## config.mk

```make
export PLATFORM = sky130hd
export DESIGN_NAME = pcmi_ctrl
export DESIGN_NICKNAME = d
export VERILOG_FILES = /design/src/rtl/pcmi_pkg.sv /design/src/rtl/pcmi_ctrl.sv
export SDC_FILE = /design/constraint.sdc
export NUM_CORES = 1
export LEC_CHECK = 0
export BUFFER_PORTS_ARGS = -buffer_cell sky130_fd_sc_hd__buf_2
export CORE_AREA = 2 2 39 41
export CTS_CLUSTER_DIAMETER = 40
export DETAILED_ROUTE_END_ITERATION = 12
export DIE_AREA = 0 0 41 43
export PLACE_DENSITY = 0.44
export REMOVE_ABC_BUFFERS = 1
export SLEW_MARGIN = 0
export SYNTH_ARGS = -nofsm -noshare
export SYNTH_HDL_FRONTEND = slang
export SYNTH_SLANG_ARGS = --single-unit
```

## constraint.sdc

```tcl
create_clock -name clk -period 1.4 [get_ports clk]
set_input_delay 0.28 -clock clk [delete_from_list [all_inputs] [get_ports clk]]
set_output_delay 0.28 -clock clk [all_outputs]
set_load 0.05 [all_outputs]
```

## src/rtl/pcmi_pkg.sv

```systemverilog
package pcmi_pkg;

  // default palette depth
  localparam int PALETTE_SIZE_DEF = 256;

  // fixed field widths
  localparam int COLOR_W    = 8;
  localparam int ENTRY_W    = 3 * COLOR_W;
  localparam int ERR_W      = 10;
  localparam int INDEX_W    = 8;
  localparam int FILL_W     = 9;
  localparam int THR_W      = 10;
  localparam int MAXC_W     = 9;
  localparam int CFG_IDX_W  = 1;
  localparam int CFG_DATA_W = 10;

  // configuration register indexes
  localparam logic [CFG_IDX_W-1:0] CFG_THRESHOLD  = 1'b0;
  localparam logic [CFG_IDX_W-1:0] CFG_MAX_COLORS = 1'b1;

  // configuration reset values
  localparam logic [THR_W-1:0]  THR_RESET  = '0;
  localparam logic [MAXC_W-1:0] MAXC_RESET = 9'd256;

  // input kind codes
  localparam logic KIND_SEARCH = 1'b0;
  localparam logic KIND_CLEAR  = 1'b1;

  // commands from controller to datapath
  typedef struct packed {
    logic start;   // latch color, restart the walk
    logic clear;   // empty the palette, zero result
    logic scan;    // advance the walk by one entry
    logic finish;  // resolve the result at the end of the walk
    logic load;    // move the result into the output register
  } dp_cmd_t;

  // status from datapath to controller
  typedef struct packed {
    logic scan_done;
  } dp_sts_t;

endpackage

```

## src/rtl/pcmi_ctrl.sv

```systemverilog
module pcmi_ctrl (
  input  logic              clk,
  input  logic              rst_n,
  input  logic              in_valid,
  input  logic              in_kind,
  output logic              in_stall,
  output logic              out_valid,
  input  logic              out_stall,
  input  pcmi_pkg::dp_sts_t sts,
  output pcmi_pkg::dp_cmd_t cmd
);

  typedef enum logic [2:0] {
    S_IDLE = 3'b001,
    S_SCAN = 3'b010,
    S_DONE = 3'b100
  } state_t;

  state_t state_r, state_nxt;
  logic   out_valid_r, out_valid_nxt;
  logic   in_take;
  logic   slot_free;

  // input is taken only between items; output slot is separate
  assign in_stall  = (state_r != S_IDLE);
  assign in_take   = in_valid && !in_stall;
  assign slot_free = !out_valid_r || !out_stall;
  assign out_valid = out_valid_r;

  // next state and commands
  always_comb begin
    state_nxt = state_r;
    cmd       = '0;
    unique case (state_r)
      S_IDLE: begin
        if (in_take) begin
          if (in_kind == pcmi_pkg::KIND_CLEAR) begin
            cmd.clear = 1'b1;
            state_nxt = S_DONE;
          end else begin
            cmd.start = 1'b1;
            state_nxt = S_SCAN;
          end
        end
      end
      S_SCAN: begin
        cmd.scan = 1'b1;
        if (sts.scan_done) begin
          cmd.finish = 1'b1;
          state_nxt  = S_DONE;
        end
      end
      S_DONE: begin
        if (slot_free) begin
          cmd.load  = 1'b1;
          state_nxt = S_IDLE;
        end
      end
      default: state_nxt = S_IDLE;
    endcase
  end

  // output slot occupancy
  always_comb begin
    if (cmd.load) begin
      out_valid_nxt = 1'b1;
    end else if (!out_stall) begin
      out_valid_nxt = 1'b0;
    end else begin
      out_valid_nxt = out_valid_r;
    end
  end

  always_ff @(posedge clk) begin
    if (!rst_n) begin
      state_r     <= S_IDLE;
      out_valid_r <= 1'b0;
    end else begin
      state_r     <= state_nxt;
      out_valid_r <= out_valid_nxt;
    end
  end

endmodule

```

==> results.txt, run 1 <==
----------------------------------------------------
[Final layout]
  Filler-free cell count of the finished design ... 59
  Antenna Cells ... 0
  Final instance area ... 418 sq um
  FF+latch area ... 83.8 sq um
  Layout Area Growth over Synthesis ... 74.0%
  Multi-input gate area ... 159 sq um
  Number of filler cells placed in the layout ... 153
  Fraction of layout instances using a drive strength above 1 ... 0.721
  Count of nets after finishing ... 51

[Critical path]
  Slowest cell on crit path ... sky130_fd_sc_hd__or3b_4
  Sum of buffers and inverters on the critical path ... 1
  Startpoint of the most critical register-to-register path ... state_r[1]
  Launching instance or port of the critical path ... state_r[1]
  Family of cells with the greatest summed delay on the critical path ... simple AND/OR/NAND/NOR gates
  Nature of the critical path endpoint ... primary output
  Flop2flop setup slack ... 250 ps
  Worst stage delay on the critical path ... 400 ps
  Cells traversed along the worst timing path ... or3b_4, a21oi_2, buf_6
  Data required, critical path ... 1120 ps
  Maximum fanout along the worst path ... 6
  Data arrival time of the critical path ... 1250 ps
  Critical path launch point type ... register
  Critical setup path kind ... register to primary output

[Drt]
  Final routed wirelength across all metal layers ... 542 um
  Routed WL per cell ... 9.19 um
  Vias after detailed routing ... 239
  Post-detailed-route DRC marker count ... 0
  DR iter-0 viols ... 3
  Drt pass-1 iters ... 2
  Antenna violation net count after detailed routing ... 0
  Mean number of vias per cell ... 4.05

[Placement]
  Instance area at placement ... 335 sq um
  Sum of net half-perimeters after detailed placement ... 409 um
  Post-Place Cells ... 54
  Weighted congestion reported at the end of routability-driven placement ... 0.652
  Quantity of I/O buffers inserted on ports ... 12

[Power]
  Internal Dissipation ... 0.261 mW
  IR drop worst, VDD ... 0.384 mV
  Power Total ... 0.365 mW
  Total power per unit cell area ... 873 nW/um^2
  Switch share ... 0.285
  Total leakage power ... 0.181 nW
  Clock Power Share ... 0.385
  Power share of the sequential group ... 0.351
  Switching power total ... 0.104 mW
  Relative contribution of combinational cells to total power ... 0.264

[Synth]
  Post-synthesis sequential area ratio ... 0.333
  Number of instances in the synthesized netlist ... 24
  Cell with the most instances after synthesis ... sky130_fd_sc_hd__dfxtp_1
  Most common flop cell mapped by yosys ... sky130_fd_sc_hd__dfxtp_1
  Combined area of all synthesized cells ... 240 sq um
  Top cell type by total area after synthesis ... sky130_fd_sc_hd__dfxtp_1
  Top post-synthesis cells by count ... 4 x sky130_fd_sc_hd__dfxtp_1, 2 x sky130_fd_sc_hd__nand2_1, 2 x sky130_fd_sc_hd__o21a_1
  Area share of the largest cell type after synthesis ... 0.333
  Post-synthesis async set-or-reset flop share ... 0
  Number of enable flip-flop cells after synthesis ... 0
  Mapped Avg Cell Area ... 10.0 sq um
  Cells taking the most area after synthesis ... sky130_fd_sc_hd__dfxtp_1 33%, sky130_fd_sc_hd__and4bb_4 6.8%, sky130_fd_sc_hd__o21a_1 6.3%
  Yosys warning count ... 0
  Flip-flop and latch count after synthesis ... 4
  Distinct cell type count of the synthesized netlist ... 19

[Run status]
  Run status ... finished, violations left
  Violated checks ... negative setup slack

[Floorplan]
  Floorplan Core Area ... 1380 sq um
  Number of top-level pins ... 13
  Total die area ... 1760 sq um
  Effective utilization at floorplan ... 0.174
  Cell row count ... 14
  Die Span X ... 41 um
  Height of the chip ... 43 um

[CTS]
  Total number of H-tree levels ... 1
  Inserted Clock Buffers ... 3
  Clk_lat worst skew ... 230 ps
  TritonCTS clock tree ... yes
  Clock Path Buffers ... 2
  CTS sink cnt ... 4
  Root Driver ... sky130_fd_sc_hd__clkbuf_4
  Clock transition at the register clock pins on the worst setup and hold paths after CTS ... 40 ps

[Timing]
  Worst slew slack as a fraction of its limit ... 0.836
  Final max-slew violation count ... 0
  Unrepaired setup endpoints after global routing ... yes
  Clock period minus worst slack ... 1530 ps
  Actual transition at the worst max-transition pin ... 248 ps
  Final cycle utilization of the critical path ... 1.09
  Number of failing hold endpoints at the final stage ... 0
  Worst Skew ... 3.27 ps
  Max frequency ... 652 MHz
  Minimum setup slack in the final design ... -133 ps
  Final setup violating endpoints ... 5

[GRT]
  Met3 Track Usage GR ... 0.0628
  First-pass GRT wire length ... 910 um
  Number of antenna violations at the first check in global routing ... 0
  Via count of the first global-routing pass ... 212
  Global-route track usage on met2 ... 0.0844
  Overall track demand over capacity in global routing ... 0.0794
  GR met1 Demand/Resource ... 0.110
  Most heavily used metal layer in global routing ... met1
  Overflow left after global routing ... 0
  Largest net degree at the start of global routing ... 7

[Flow run]
  Number of max-cap violations ... 0

[Min path]
  Origin of the worst min-delay path ... rst_n
  Path category of the worst min-delay check ... input port to register

----------------------------------------------------
stage by stage:
step / hold WS (ps) / util / worst slack, ps / TNS, ps
floorplan: 351 / - / -520 / -734
CTS: 255 / 0.290 / -144 / -581
finish: 264 / 0.302 / -133 / -445
global route: 260 / 0.302 / -181 / -719
global placement: 495 / 0.242 / 15.3 / 0
detailed placement: 500 / 0.242 / 3.46 / 0
final cells by class:
class | count | area share
clock buffer | 3 | 0.0539
multi-input combinational | 19 | 0.380
sequential | 4 | 0.201
tap | 16 | 0.0479
timing repair buffer | 17 | 0.317
final timing paths:
path                                   end  depth (start not counted)
worst max-delay path                cmd[0]                          3
worst min-delay path            state_r[0]                          2
worst max register to register  state_r[0]                          4
worst min register to register   out_valid                          2
power groups by stage:
stage	Combinational, mW	Sequential [mW]	Clock [mW]
final	0.0964	0.128	0.141
after global routing	0.102	0.129	0.155
after CTS	0.0935	0.127	0.146
after detailed placement	0.0801	0.128	0
after global placement	0.0807	0.128	0
after floorplan	0.0558	0.128	0
cells by family (layout without fill, tap and decap cells):
group,Yosys count,in the layout,synth area share
buffers and inverters,1,20,0.0313
and+or+nand+nor,13,13,0.438
AOI/OAI and AO/OA,6,6,0.198
DFF,4,4,0.333
per-layer routing:
layer,wire [um],vias up,share of wire
met2,226,11,0.42
met5,0,-,0
li1,-,125,-
met1,256,103,0.47
met3,59,0,0.11
met4,0,0,0
sequential cells by signal (all words and copies together) (netlist names):
register and count:
out_valid 1, state_r 3
cell usage in the layout, fill, tap and decap left out, types with 2 or more instances in the layout:
cell type                  instances
sky130_fd_sc_hd__buf_4             6
sky130_fd_sc_hd__buf_8             2
sky130_fd_sc_hd__dfxtp_2           3
sky130_fd_sc_hd__buf_6             2
sky130_fd_sc_hd__buf_2             7
sky130_fd_sc_hd__o21a_1            2
sky130_fd_sc_hd__nand2_1           2
sky130_fd_sc_hd__clkbuf_4          3
what timing repair did:
action / in CTS / in global routing
hold buffers: 0 / 0
buffers inserted: 1 / 1
endpoints found under the setup margin: 5 / 5
resized for setup: 13 / 3
pin swaps: 1 / 0
(Power assumes the default switching activity.)
==> inputs of run 2 (changes only) <==
==> constraint.sdc (replaced) <==
create_clock -name clk -period 1.4 [get_ports clk]
set_input_delay 0.28 -clock clk [delete_from_list [all_inputs] [get_ports clk]]
set_output_delay 0.28 -clock clk [all_outputs]
set_load 0.01 [all_outputs]
==> results.txt, run 2 (synthesis gave the netlist of run 1 again) <==
----------------------------------------------------
[Final layout]
  Fraction of layout instances using a drive strength above 1 ... 0.707 (-0.0136)
  Top library cells by usage in the layout, fill and taps aside ... 10 x sky130_fd_sc_hd__buf_2, 3 x sky130_fd_sc_hd__clkbuf_4, 3 x sky130_fd_sc_hd__buf_4
  Final standard cell utilization of the core ... 0.272 (-0.0298)
  Number of filler cells placed in the layout ... 153 (unchanged)
  Number of flip-flops under the largest register name ... 3 (unchanged)
  Antenna Cells ... 0 (unchanged)
  Filler-free cell count of the finished design ... 57 (-3.4%)
  Count of nets after finishing ... 49 (-3.9%)
  Register with the most flip-flops ... state_r
  Layout Area Growth over Synthesis ... 56.8%
  Most common library cell in the layout ignoring fill and taps ... sky130_fd_sc_hd__buf_2
  FF+latch area ... 86.3 sq um (+3.0%)
  Multi-input gate area ... 153 sq um (-3.9%)

[Drt]
  Vias after detailed routing ... 239 (unchanged)
  Final routed wirelength across all metal layers ... 553 um (+2.0%)
  Drt pass-1 iters ... 4 (+2)
  Routed WL per cell ... 9.70 um (+5.6%)
  DR iter-0 viols ... 4 (+1)
  Mean number of vias per cell ... 4.19 (+3.5%)
  Antenna violation net count after detailed routing ... 0 (unchanged)
  Post-detailed-route DRC marker count ... 0 (unchanged)

[Timing]
  Number of failing hold endpoints at the final stage ... 0 (unchanged)
  Final setup violating endpoints ... 3 (-2)
  Max frequency ... 672 MHz (+3.1%)
  Minimum setup slack in the final design ... -87.1 ps (+45.8 ps)
  Clock period minus worst slack ... 1490 ps (-45.8 ps)
  WHS ... 260 ps (-4.23 ps)
  Worst Skew ... 3.07 ps (-0.194 ps)
  Final max-slew violation count ... 0 (unchanged)
  Setup TNS ... -178 ps (+267 ps)
  Unrepaired setup endpoints after global routing ... yes
  Worst slew slack as a fraction of its limit ... 0.845 (+0.00975)
  Final cycle utilization of the critical path ... 1.06 (-0.0327)
  Actual transition at the worst max-transition pin ... 231 ps (-17.3 ps)

[Critical path]
  Flop2flop setup slack ... 230 ps (-20 ps)
  R2R Path End ... state_r[1]
  Data arrival time of the critical path ... 1210 ps (-40 ps)
  Data required, critical path ... 1120 ps (about the same)
  Startpoint of the most critical register-to-register path ... state_r[1]
  Maximum fanout along the worst path ... 6 (unchanged)
  Critical path launch point type ... register
  Slowest cell on crit path ... sky130_fd_sc_hd__or3b_4
  Cells traversed along the worst timing path ... or3b_4, a21oi_2, buf_2
  Nature of the critical path endpoint ... primary output
  Critical setup path kind ... register to primary output
  Worst R2R Path Depth ... 4 (unchanged)
  Worst stage delay on the critical path ... 380 ps (-20 ps)

[Power]
  Switching power total ... 0.0801 mW (-23%)
  Power Total ... 0.334 mW (-8.6%)
  IR drop worst, VDD ... 0.289 mV (-25%)
  Total power per unit cell area ... 886 nW/um^2 (+1.4%)
  Total leakage power ... 0.166 nW (-8.3%)
  Internal Dissipation ... 0.253 mW (-2.9%)
  Switch share ... 0.240 (-0.0449)
  Relative contribution of combinational cells to total power ... 0.180 (-0.084)
  Power share of the sequential group ... 0.381 (+0.030)
  Clock Power Share ... 0.439 (+0.054)

[CTS]
  CTS sink cnt ... 4 (unchanged)
  Clock transition at the register clock pins on the worst setup and hold paths after CTS ... 40 ps (about the same)
  Inserted Clock Buffers ... 3 (unchanged)
  Root Driver ... sky130_fd_sc_hd__clkbuf_4
  Hold Buf Count CTS ... 0 (unchanged)
  Clk_lat worst skew ... 240 ps (about the same)
  Total number of H-tree levels ... 1 (unchanged)
  TritonCTS clock tree ... yes
  Clock Path Buffers ... 2 (unchanged)

[GRT]
  Largest net degree at the start of global routing ... 7 (unchanged)
  First-pass GRT wire length ... 959 um (+5.4%)
  Number of antenna violations at the first check in global routing ... 0 (unchanged)
  Via count of the first global-routing pass ... 222 (+4.7%)
  Overflow left after global routing ... 0 (unchanged)
  Overall track demand over capacity in global routing ... 0.0874 (+0.00804)

[Min path]
  Path category of the worst min-delay check ... input port to register
  WHS Endpoint ... state_r[0]
  Cells on Worst Hold Path ... 2 (unchanged)
  Origin of the worst min-delay path ... rst_n

[Placement]
  Quantity of I/O buffers inserted on ports ... 12 (unchanged)
  Weighted congestion reported at the end of routability-driven placement ... 0.606 (-7.1%)
  Post-Place Cells ... 51 (-5.6%)

[Floorplan]
  Effective utilization at floorplan ... 0.174 (unchanged)
  Floorplan Core Area ... 1380 sq um (unchanged)
  Number of top-level pins ... 13 (unchanged)
  Cell row count ... 14 (unchanged)
  Total die area ... 1760 sq um (unchanged)
  Height of the chip ... 43 um (unchanged)
  Die Span X ... 41 um (unchanged)

[Run status]
  Run status ... finished, violations left
  Violated checks ... negative setup slack

[Flow run]
  Number of max-cap violations ... 0 (unchanged)

----------------------------------------------------
-- run 2: worst max path at each step --
stage,to,slack [ps],depth (start not counted),start
global route,cmd[0],-140,3,state_r[2]
floorplan,cmd[0],180,2,state_r[2]
CTS,cmd[0],-100,3,state_r[2]
global placement,cmd[0],50,3,state_r[2]
detailed placement,cmd[0],50,3,state_r[2]
finish,cmd[0],-90,3,state_r[2]
-- run 2: worst max-delay path: cells and delay by family (launching register included) --
kind | cells | cell delay [ps]
AND/OR/NAND/NOR | 1 | 380
flip-flops | 1 | 360
buffers and inverters | 1 | 130
AO/OA/AOI/OAI | 1 | 100
-- run 2: per-layer routing --
layer	global-route usage	vias to the layer above	share of wire
met5	0	-	0
met4	0.0800	0	0
met3	0.0471	0	0.14
met2	0.106	16	0.45
met1	0.103	103	0.41
li1	-	120	-
-- run 2: layout make-up --
cell class,instances,share of cell area
Clock buffer,3,0.0598
Multi-Input combinational cell,19,0.405
Timing Repair Buffer,15,0.252
Sequential cell,4,0.229
Tap cell,16,0.0532
-- run 2: power groups by stage --
stage	Sequential [mW]	Combinational [mW]	Clock, mW
2_1_floorplan	0.127	0.0290	0
3_3_place_gp	0.129	0.0493	0
3_5_place_dp	0.129	0.0491	0
4_1_cts	0.127	0.0605	0.156
5_1_grt	0.128	0.0674	0.169
6_report	0.127	0.0599	0.146
-- run 2: per-stage QoR --
| step | setup WS, ps | instance area [sq um] |
|---|---|---|
| floorplan | 181 | 233 |
| global placement | 54.8 | 313 |
| detailed placement | 51.6 | 313 |
| CTS | -103 | 377 |
| global route | -140 | 377 |
| finish | -87.1 | 377 |
-- run 2: what timing repair did --
action,in CTS,in global routing
pin swaps,1,0
setup buffers,3,0
gates resized for setup,6,0
endpoints found under the hold margin,0,0
endpoints found under the setup margin,4,4
==> inputs of run 3 (changes only) <==
Settings changed: PLACE_DENSITY 0.44 to unset, PLACE_DENSITY_LB_ADDON set to 0.08.
==> results.txt, run 3 (synthesis gave the netlist of run 1 again) <==
----------------------------------------------------
[Timing]
  Worst slew slack as a fraction of its limit ... 0.875 (+0.0300)
  Final setup violating endpoints ... 5 (+2)
  Worst Skew ... 1.08 ps (-2.00 ps)
  Setup TNS ... -209 ps (-31.3 ps)
  Minimum setup slack in the final design ... -79.8 ps (+7.36 ps)
  Final cycle utilization of the critical path ... 1.06 (-0.00525)
  WHS ... 266 ps (+6.76 ps)
  Number of failing hold endpoints at the final stage ... 0 (unchanged)
  Clock period minus worst slack ... 1480 ps (-7.36 ps)
  Unrepaired setup endpoints after global routing ... yes
  Final max-slew violation count ... 0 (unchanged)
  Max frequency ... 676 MHz (+0.50%)
  Actual transition at the worst max-transition pin ... 185 ps (-45.5 ps)

[Power]
  Total power per unit cell area ... 811 nW/um^2 (-8.4%)
  IR drop worst, VDD ... 0.606 mV (+110%)
  Total leakage power ... 0.184 nW (+11%)

[Final layout]
  Most common library cell in the layout ignoring fill and taps ... sky130_fd_sc_hd__buf_2
  Top library cells by usage in the layout, fill and taps aside ... 9 x sky130_fd_sc_hd__buf_2, 6 x sky130_fd_sc_hd__buf_4, 3 x sky130_fd_sc_hd__clkbuf_4, 3 x sky130_fd_sc_hd__buf_6
  Layout Area Growth over Synthesis ... 71.4%
  Count of nets after finishing ... 52 (+6.1%)
  Antenna Cells ... 0 (unchanged)
  Final standard cell utilization of the core ... 0.297 (+0.0253)
  Filler-free cell count of the finished design ... 60 (+5.3%)
  Number of flip-flops under the largest register name ... 3 (unchanged)
  Fraction of layout instances using a drive strength above 1 ... 0.727 (+0.0200)
  Register with the most flip-flops ... state_r

[Placement]
  Weighted congestion reported at the end of routability-driven placement ... 0.680 (+12%)
  Sum of net half-perimeters after detailed placement ... 484 um
  Quantity of I/O buffers inserted on ports ... 12 (unchanged)
  Post-Place Cells ... 52 (+2.0%)
  Pre-CTS worst setup slack ... 98.5 ps (+46.8 ps)

[CTS]
  TritonCTS clock tree ... yes
  CTS sink cnt ... 4 (unchanged)
  Inserted Clock Buffers ... 3 (unchanged)
  Total number of H-tree levels ... 1 (unchanged)
  Clock Path Buffers ... 2 (unchanged)
  Clock transition at the register clock pins on the worst setup and hold paths after CTS ... 40 ps (about the same)
  Clk_lat worst skew ... 230 ps (about the same)
  Hold Buf Count CTS ... 0 (unchanged)
  Root Driver ... sky130_fd_sc_hd__clkbuf_4

[Floorplan]
  Die Span X ... 41 um (unchanged)
  Total die area ... 1760 sq um (unchanged)
  Height of the chip ... 43 um (unchanged)
  Number of top-level pins ... 13 (unchanged)
  Floorplan Core Area ... 1380 sq um (unchanged)
  Cell row count ... 14 (unchanged)
  Effective utilization at floorplan ... 0.174 (unchanged)

[Critical path]
  Critical setup path kind ... register to primary output
  Data required, critical path ... 1120 ps (about the same)
  Maximum fanout along the worst path ... 5 (-1)
  Nature of the critical path endpoint ... primary output
  Slowest cell on crit path ... sky130_fd_sc_hd__or3b_4
  Critical path launch point type ... register
  Worst stage delay on the critical path ... 390 ps (about the same)
  Data arrival time of the critical path ... 1200 ps (about the same)
  Cells traversed along the worst timing path ... or3b_4, a21oi_2, buf_2

[Drt]
  Routed WL per cell ... 11.2 um (+16%)
  Final routed wirelength across all metal layers ... 674 um (+22%)
  Mean number of vias per cell ... 4.23 (+0.96%)
  Antenna violation net count after detailed routing ... 0 (unchanged)
  Vias after detailed routing ... 254 (+6.3%)
  Drt pass-1 iters ... 1 (-3)
  Post-detailed-route DRC marker count ... 0 (unchanged)
  DR iter-0 viols ... 0 (-4)

[GRT]
  Overall track demand over capacity in global routing ... 0.0965 (+0.00905)
  Number of antenna violations at the first check in global routing ... 0 (unchanged)
  First-pass GRT wire length ... 1090 um (+14%)
  Largest net degree at the start of global routing ... 7 (unchanged)
  Overflow left after global routing ... 0 (unchanged)
  Via count of the first global-routing pass ... 252 (+14%)

[Min path]
  Path category of the worst min-delay check ... input port to register

[Run status]
  Run status ... finished, violations left
  Violated checks ... negative setup slack

[Flow run]
  Number of max-cap violations ... 0 (unchanged)

----------------------------------------------------
[run 3: cell count changes in the layout (fill, tap and decap cells not counted), sizes merged]
cell  previous run  this run
buf             15        18
[run 3: final cells by class]
cell class                 instances  area [sq um]
clock buffer                       3          22.5
fill                             155           972
multi-input combinational         19           159
sequential                         4          86.3
tap                               16          20.0
timing repair buffer              18           124
[run 3: path summary, 6_finish.rpt]
| kind | depth (start not counted) | to | slack (ps) | from |
|---|---|---|---|---|
| worst min register to register | 2 | out_valid | 550 | out_valid |
| worst max register to register | 4 | state_r[0] | 240 | state_r[2] |
| worst min-delay path | 2 | state_r[0] | 270 | rst_n |
| worst max-delay path | 3 | cmd[0] | -80 | state_r[2] |
[run 3: routing by layer]
metal  GRT usage  wire, um
met2       0.134       353
met4      0.0400         0
met1       0.103       275
met3      0.0785        44
met5           0         0
[run 3: where the power goes]
part,total (mW),switching (mW),internal [mW]
clock,0.138,0.0423,0.0956
sequential,0.128,0.00812,0.120
combinational,0.0675,0.0251,0.0424
total,0.334,0.0756,0.258
[run 3: through the flow]
stage                     total power, mW  cell area [sq um]
final                               0.334                412
after global routing                0.366                412
after CTS                           0.342                388
after detailed placement            0.181                320
after global placement              0.182                320
after floorplan                     0.156                233
[run 3: worst max-delay path, delay by kind of cell (launching register included)]
family,cells,cell delay [ps]
AND/OR/NAND/NOR,1,390
flip-flops,1,350
buffers and inverters,1,130
AO/OA/AOI/OAI,1,100
[run 3: what timing repair did]
action                     in CTS  in global routing
setup endpoints to repair       5                  5
buffers inserted                3                  2
gates resized for setup         6                  2
pin swaps                       2                  3
hold endpoints to repair        0                  0
cloned                          0                  0
